File: config.mk
export PLATFORM = sky130hd
export DESIGN_NAME = key_slot_xor_stream_cipher_unit
export DESIGN_NICKNAME = d
export VERILOG_FILES = /design/src/rtl/ksx_pkg.sv /design/src/rtl/key_slot_xor_stream_cipher_unit.sv
export SDC_FILE = /design/constraint.sdc
export NUM_CORES = 2
export LEC_CHECK = 0
export ABC_AREA = 0
export BUFFER_PORTS_ARGS = -buffer_cell sky130_fd_sc_hd__buf_2
export CELL_PAD_IN_SITES_DETAIL_PLACEMENT = 1
export CELL_PAD_IN_SITES_GLOBAL_PLACEMENT = 2
export CORE_MARGIN = 2
export CORE_UTILIZATION = 40
export CTS_CLUSTER_SIZE = 30
export DETAILED_ROUTE_END_ITERATION = 8
export HOLD_SLACK_MARGIN = 0.08
export PLACE_DENSITY_LB_ADDON = 0.3
export SYNTH_ARGS = -nofsm -noshare
export SYNTH_HDL_FRONTEND = slang
export SYNTH_SLANG_ARGS = --single-unit
File: constraint.sdc
create_clock -name clk -period 11.2 [get_ports clk]
set_clock_uncertainty 0.05 [all_clocks]
set_input_delay 1.12 -clock clk [delete_from_list [all_inputs] [get_ports clk]]
set_output_delay 1.12 -clock clk [all_outputs]
set_load 0.01 [all_outputs]
File: src/rtl/ksx_pkg.sv
package ksx_pkg;

  // Default geometry of the key store
  localparam int unsigned KEY_SLOTS_DEF = 8;
  localparam int unsigned KEY_BYTES_DEF = 32;

  // Reset values of the address window
  localparam logic [63:0] WINDOW_START_RST = 64'h0000_0000_4000_0000;
  localparam logic [63:0] WINDOW_END_RST   = 64'h0000_0000_47FF_FFFF;

  localparam int unsigned CFG_INDEX_W = 2;

  typedef enum logic [CFG_INDEX_W-1:0] {
    CFG_WINDOW_START = 2'd0,
    CFG_WINDOW_END   = 2'd1
  } cfg_reg_t;

  typedef enum logic {
    OP_IMPORT = 1'b0,
    OP_CRYPT  = 1'b1
  } opcode_t;

  typedef enum logic [1:0] {
    STATUS_OK      = 2'd0,
    STATUS_INVALID = 2'd1,
    STATUS_DENIED  = 2'd2
  } status_t;

  typedef struct packed {
    opcode_t     opcode;
    logic [7:0]  slot_id;
    logic [63:0] buffer_address;
    logic [31:0] request_length;
    logic [7:0]  data_in;
  } ksx_in_t;

  typedef struct packed {
    logic [7:0] data_out;
    status_t    status;
    logic       last;
  } ksx_out_t;

endpackage

File: src/rtl/key_slot_xor_stream_cipher_unit.sv
// Key-slot repeating-key XOR cipher. Holds KEY_SLOTS key slots of up to KEY_BYTES
// bytes each, with a stored length per slot. Every input beat carries one byte plus
// the request's opcode, slot, buffer address and length; every beat yields exactly
// one result beat, in order. Import beats write key bytes and set the slot length
// on the request's last beat; crypt beats XOR the byte with the key byte at the
// running key position (wrapping at the slot length). A beat that fails the slot,
// length or address-window checks passes its byte through with an error status and
// stores nothing. Throughput is one beat per clock while out_ready holds high; a
// beat is registered in stage 1 alongside its synchronous key memory read, then in
// the output register, before out_valid rises. The key memory powers up undefined;
// no clearing pass is run, so the block takes beats as soon as reset is released.
// The user must write the window registers through the cfg port only while no
// request is in flight; the block does not enforce this.
module key_slot_xor_stream_cipher_unit #(
  parameter int unsigned KEY_SLOTS = ksx_pkg::KEY_SLOTS_DEF,
  parameter int unsigned KEY_BYTES = ksx_pkg::KEY_BYTES_DEF
) (
  input  logic                           clk,
  input  logic                           rst,
  // request beats
  input  logic                           in_valid,
  output logic                           in_ready,
  input  ksx_pkg::ksx_in_t               in_beat,
  // result beats
  output logic                           out_valid,
  input  logic                           out_ready,
  output ksx_pkg::ksx_out_t              out_beat,
  // register writes
  input  logic                           cfg_valid,
  output logic                           cfg_ready,
  input  logic [ksx_pkg::CFG_INDEX_W-1:0] cfg_index,
  input  logic [63:0]                    cfg_data
);

  localparam int unsigned SW    = (KEY_SLOTS > 1) ? $clog2(KEY_SLOTS) : 1;
  localparam int unsigned KPW   = (KEY_BYTES > 1) ? $clog2(KEY_BYTES) : 1;
  localparam int unsigned KLW   = $clog2(KEY_BYTES + 1);
  localparam int unsigned DEPTH = KEY_SLOTS * KEY_BYTES;
  localparam int unsigned AW    = (DEPTH > 1) ? $clog2(DEPTH) : 1;

  // Window registers
  logic [63:0] window_start;
  logic [63:0] window_end;

  // Per-slot key length, in flops (reset to zero = empty slot)
  logic [KLW-1:0] key_len [KEY_SLOTS];

  // Request framing and key counters
  logic [31:0]    byte_position;
  logic [KPW-1:0] key_position;

  // Key store: one write port, one registered read port
  logic [7:0] key_mem [DEPTH];
  logic [7:0] mem_rdata;

  // Stage 1: waiting on key memory read data
  logic           s1_valid;
  logic [7:0]     s1_din;
  ksx_pkg::status_t s1_status;
  logic           s1_last;
  logic           s1_xor;

  logic accept;
  logic o_load;

  // Decode of the incoming beat
  logic [31:0]      len;
  logic             len_zero;
  logic             last_c;
  logic             slot_ok;
  logic [SW-1:0]    slot_idx;
  logic [KLW-1:0]   klen;
  logic [63:0]      addr_end;
  logic             win_ok;
  logic             key_fits;
  ksx_pkg::status_t status_c;
  logic             import_ok;
  logic             crypt_ok;
  logic [KPW-1:0]   kp_base;
  logic [KPW-1:0]   kp_sel;
  logic [KLW-1:0]   kp_inc;
  logic [KPW-1:0]   kp_next;
  logic [AW-1:0]    mem_base;
  logic [AW-1:0]    rd_addr;
  logic [AW-1:0]    wr_addr;
  logic             mem_we;

  assign cfg_ready = 1'b1;
  assign accept    = in_valid && in_ready;
  assign o_load    = s1_valid && (!out_valid || out_ready);
  assign in_ready  = !s1_valid || o_load;

  assign len      = in_beat.request_length;
  assign len_zero = (len == 32'd0);
  assign last_c   = len_zero || (byte_position >= (len - 32'd1));
  assign slot_ok  = (in_beat.slot_id < 8'(KEY_SLOTS));
  assign slot_idx = in_beat.slot_id[SW-1:0];
  assign klen     = slot_ok ? key_len[slot_idx] : '0;

  // End address wraps modulo 2^64
  assign addr_end = in_beat.buffer_address + 64'(len) - 64'd1;
  assign win_ok   = !len_zero && (in_beat.buffer_address >= window_start) &&
                    (addr_end <= window_end);
  assign key_fits = !len_zero && (len <= 32'(KEY_BYTES));

  always_comb begin
    status_c = ksx_pkg::STATUS_OK;
    if (!slot_ok) begin
      status_c = ksx_pkg::STATUS_INVALID;
    end else if (in_beat.opcode == ksx_pkg::OP_IMPORT && !key_fits) begin
      status_c = ksx_pkg::STATUS_INVALID;
    end else if (in_beat.opcode == ksx_pkg::OP_CRYPT && klen == '0) begin
      status_c = ksx_pkg::STATUS_INVALID;
    end else if (!win_ok) begin
      status_c = ksx_pkg::STATUS_DENIED;
    end
  end

  assign import_ok = (status_c == ksx_pkg::STATUS_OK) && (in_beat.opcode == ksx_pkg::OP_IMPORT);
  assign crypt_ok  = (status_c == ksx_pkg::STATUS_OK) && (in_beat.opcode == ksx_pkg::OP_CRYPT);

  // Key counter: restart on the first beat and whenever it runs past the length
  assign kp_base = (byte_position == 32'd0) ? '0 : key_position;
  assign kp_sel  = (KLW'(kp_base) >= klen) ? '0 : kp_base;
  assign kp_inc  = KLW'(kp_sel) + KLW'(1);
  assign kp_next = (kp_inc >= klen) ? '0 : kp_inc[KPW-1:0];

  // Slot base in the flat key store
  assign mem_base = AW'(slot_idx) * AW'(KEY_BYTES);
  assign rd_addr  = mem_base + AW'(kp_sel);
  assign wr_addr  = mem_base + AW'(byte_position[KPW-1:0]);
  // Bytes past the length are dropped (only with interleaved requests)
  assign mem_we   = accept && import_ok && (byte_position < len);

  always_ff @(posedge clk) begin
    if (mem_we) begin
      key_mem[wr_addr] <= in_beat.data_in;
    end
    if (accept) begin
      mem_rdata <= key_mem[rd_addr];
    end
  end

  // Window registers
  always_ff @(posedge clk) begin
    if (rst) begin
      window_start <= ksx_pkg::WINDOW_START_RST;
      window_end   <= ksx_pkg::WINDOW_END_RST;
    end else if (cfg_valid && cfg_ready) begin
      unique case (cfg_index)
        ksx_pkg::CFG_WINDOW_START: window_start <= cfg_data;
        ksx_pkg::CFG_WINDOW_END:   window_end   <= cfg_data;
        default: ;
      endcase
    end
  end

  // Slot lengths, framing and key counters
  always_ff @(posedge clk) begin
    if (rst) begin
      for (int i = 0; i < KEY_SLOTS; i++) begin
        key_len[i] <= '0;
      end
      byte_position <= '0;
      key_position  <= '0;
    end else if (accept) begin
      if (import_ok && last_c) begin
        key_len[slot_idx] <= len[KLW-1:0];
      end
      byte_position <= last_c ? 32'd0 : byte_position + 32'd1;
      key_position  <= crypt_ok ? kp_next : '0;
    end
  end

  // Stage 1 control
  always_ff @(posedge clk) begin
    if (rst) begin
      s1_valid <= 1'b0;
    end else if (accept) begin
      s1_valid <= 1'b1;
    end else if (o_load) begin
      s1_valid <= 1'b0;
    end
  end

  // Stage 1 payload
  always_ff @(posedge clk) begin
    if (accept) begin
      s1_din    <= in_beat.data_in;
      s1_status <= status_c;
      s1_last   <= last_c;
      s1_xor    <= crypt_ok;
    end
  end

  // Output register
  always_ff @(posedge clk) begin
    if (rst) begin
      out_valid <= 1'b0;
    end else if (o_load) begin
      out_valid <= 1'b1;
    end else if (out_ready) begin
      out_valid <= 1'b0;
    end
  end

  always_ff @(posedge clk) begin
    if (o_load) begin
      out_beat.data_out <= s1_xor ? (s1_din ^ mem_rdata) : s1_din;
      out_beat.status   <= s1_status;
      out_beat.last     <= s1_last;
    end
  end

`ifndef SYNTH
  // Key store is only written by a clean import beat
  a_write_clean: assert property (@(posedge clk) disable iff (rst)
    mem_we |-> (status_c == ksx_pkg::STATUS_OK) && (in_beat.opcode == ksx_pkg::OP_IMPORT))
    else $error("key store written by a failed or crypt beat");

  // Framing counter returns to zero after a request's last beat
  a_frame_reset: assert property (@(posedge clk) disable iff (rst)
    accept && last_c |=> byte_position == 32'd0)
    else $error("byte position not cleared after last beat");

  // A full stage 1 only takes a new beat when it drains the same cycle
  a_no_overrun: assert property (@(posedge clk) disable iff (rst)
    accept && s1_valid |-> o_load)
    else $error("stage 1 overwritten while holding a beat");

  // XOR only applied to beats that passed all checks
  a_xor_ok: assert property (@(posedge clk) disable iff (rst)
    s1_valid && s1_xor |-> s1_status == ksx_pkg::STATUS_OK)
    else $error("XOR applied to an error beat");
`endif

endmodule
==> results.md <==
* Status: finished, final reports clean
* NumNets Final at between 9,000 and 10,000
* CTS tree: done
* Unrepaired setup endpoints after global routing: false
* CP max stage cell: nor3_1
* Clk buf depth at 3
* Via density at 6.21
* TritonRoute pass-1 iters at 6
* Flops & latches, synth at approximately 2,300
* Via count at around 76,000
* Leakage dissipation at between 40 and 50 nW
* Placed Cells incl. Taps at between 10,000 and 15,000
* Fin cells at ~12,000
* Syn_nets at between 8,000 and 9,000
* Synth Area per Inst at roughly 12 µm²
* PostCTS Resize Cnt at 0
* CTS root buffer: clkbuf_16
* Largest net degree at the start of global routing at approximately 140
* WP buf/inv at 5
* Antenna Nets Post-Route at 0
* Pre-CTS WS at approximately 0.66 ns
* Yosys top cell area share at 62.6%
* Initial antenna violation count at between 40 and 50
* Main flop type after synthesis: edfxtp_1
* Final cycle utilization of the critical path at around nine tenths
* R2R Setup Slk at 2.28 ns
* Setup WS post-layout at roughly 1.2 ns
* Yosys warns at 0
* Drt total wl at ~420,000 µm
* Worst reg2reg path depth at 19
* XOR/XNOR share of the synthesized area at around 1.1%
* Clock latency at the later pin of the worst-skew pair at between 0.9 and 1 ns
* CTS Buf Count at 241
* Number of core rows at between 150 and 200
* Die area at ~260,000 µm²
* Hold path endpoint: out_beat[2]$_DFFE_PP_
* Routed len/inst at roughly 34 µm
* Largest family of logic cells by synthesized area: simple AND/OR/NAND/NOR gates
* Cell class contributing the biggest share of worst-path delay: compound AO/OA/AOI/OAI gates
* Worst Hold Class: reg2reg
* Clock tree sinks at approximately 2,300
* VDD IR-drop max at roughly 0.17 mV
* Htree depth at 4
* Largest cells by area after synthesis: edfxtp_1 (63%), nand2_1 (6.5%), ha_1 (3.7%)
* Worst path max stage delay at 1.16 ns
* Adder-cell share of the synthesized area at around 3.7%
* Worst-path fanout max at 105
* Setup Buffers After CTS at 0
* Commonest cells in the synthesized netlist: edfxtp_1 (2,127), nand2_1 (1,776), a21oi_1 (412)
* Cell count after synthesis at between 8,000 and 9,000
* CP Class: in2reg
* Area growth, synth to finish at 14.1%
* Reg clk slew, reported paths at 0.06 ns
* Max Fclk at 99.8 MHz
* # setup viols final at 0
* Hold depth at 0
* Post-synthesis cell area at about 100,000 µm²
* Initial DRC Count at 10,408
* R2r startpoint: byte_position[0]$_SDFFE_PP0P_
* GRT Total Usage at about a third
* Hold-fix buffers, CTS at 0
* Detailed Place HPWL at around 260,000 µm
* Initial Util at about 40%
* Register area share after synthesis at between 60% and 70%
* Most used cell, CP: a21o_1
* Simple-gate share of the synthesized area at a little over an eighth
* Period minus WS final at 10.02 ns
* Synth Area in Compound Gates at between 10% and 20%
* Crit path capture type: register
* Dominant cell type by area after synthesis: edfxtp_1
* GPL Wtd Cong at 0.943
* Final-report hold violation count at 0
* TNS Setup at 0 ns
* EDFF count, synth at approximately 2,100
* Library cells used by synthesis at just under 100
* Reg-to-Reg End: mem_rdata[7]$_DFFE_PP_
* Vert. Die Dim at ~500 µm
* Max-slew violations at 0
* Actual slew at the worst max-slew pin at roughly 1.5 ns
* Max_cap viols at 0
* Slew headroom at less than 1%
* Global-route wire length before repair at between 500,000 and 600,000 µm
* I/O pin total at between 150 and 200
* Number of global-route vias before repair at ~76,000
* DRC Markers at 0
* Count leader, synth: edfxtp_1
* Share of synthesized registers carrying an async set or reset at 0%
* Gr ovfl total at 0
* HP Start: s1_status[1]$_DFFE_PP_
* Worst Path Required at approximately 12 ns
* Pwr/cell area at roughly 160 nW/µm²
* Core area at between 200,000 and 300,000 µm²
* Startpoint class of the critical path: input port
* I/O Buffers at 196
* Layout cell share with drive strength beyond 1 at between 10% and 20%
* Die W at 509 µm
* Post-synthesis mux area share at 1.49%
* CP Data Arrival Time at about 11 ns
## routing by layer
layer,GRT usage [%],share of wire (%)
met5,0,0.049
met2,47.7,44
met1,43.4,40
met3,7.22,11
met4,15.2,5.5
## power breakdown
part	leakage [nW]	switching [mW]	internal (mW)	total [mW]
registers	20.5	0.0164	9.38	9.40
logic	15.5	0.751	0.313	1.06
clock network	3.99	3.65	4.75	8.40
## cells in the final DEF (no fill, tap or decap), types with 20 or more instances in the layout
cell type,count
xnor2_1,85
inv_1,326
o221ai_1,111
buf_12,24
edfxtp_1,2127
clkbuf_1,42
and3_1,142
and2_1,26
o22ai_1,141
a32oi_1,23
o211ai_1,56
mux2i_1,108
dfxtp_1,166
clkinv_2,52
a2111oi_0,32
nand3_1,366
a21o_1,111
nor3_1,368
nor2_1,164
a211oi_1,87
nor2b_1,37
o211a_1,20
o21ai_0,147
a221oi_1,24
nor4_1,75
xor2_1,39
buf_4,335
nand2b_1,24
ha_1,303
a21oi_1,412
nand2_1,1774
a311oi_1,64
clkbuf_16,241
bufinv_16,31
nand4_1,68
a31oi_1,111
buf_2,187
o31ai_1,27
clkinv_1,42
## worst max path at each step
stage	start	end	slack [ns]	depth (start not counted)
floorplan	in_beat[9]	key_mem[111][0]$_DFFE_PP_	3.13	30
global placement	in_beat[41]	key_mem[137][4]$_DFFE_PP_	0.80	31
detailed placement	in_beat[9]	key_mem[197][6]$_DFFE_PP_	0.66	31
CTS	in_beat[9]	key_mem[10][1]$_DFFE_PP_	1.53	31
global route	in_beat[9]	key_mem[147][5]$_DFFE_PP_	0.84	31
finish	in_beat[9]	key_mem[10][1]$_DFFE_PP_	1.18	31
## kinds of logic after synthesis
kind of cell	after synthesis
and+or+nand+nor	3125
DFF	2294
AOI/OAI and AO/OA	1574
buffers and inverters	905
adders and majority gates	304
muxes	132
xor gates and xnor gates	124
other	1
## state kept, by name, summed over array words and instances (netlist names), 2 cells and up
register,flops
s1_status,2
mem_rdata,8
window_end,64
out_beat,11
window_start,64
key_position,5
byte_position,32
key_mem,2048
s1_din,8
key_len,48
## final cells by class
cell class	count	area, µm²
antenna	19	47.5
clock buffer	290	6280
clock inverter	171	2000
fill	26232	137000
inverter	332	1270
multi-input combinational	5260	31400
sequential	2294	67200
tap	3366	4210
timing repair buffer	554	4040
## metrics by stage
stage	util, %	hold WS (ns)	total power, mW	cell area (µm²)
after detailed placement	42.6	0.364	10.6	108000
after CTS	45.8	0.341	18.9	116000
after global routing	45.8	0.374	19.3	116000
after floorplan	-	0.350	10.1	102000
final	45.9	0.378	18.9	116000
after global placement	42.6	0.360	10.6	108000
Note: power is estimated with default switching activity, not from simulation.
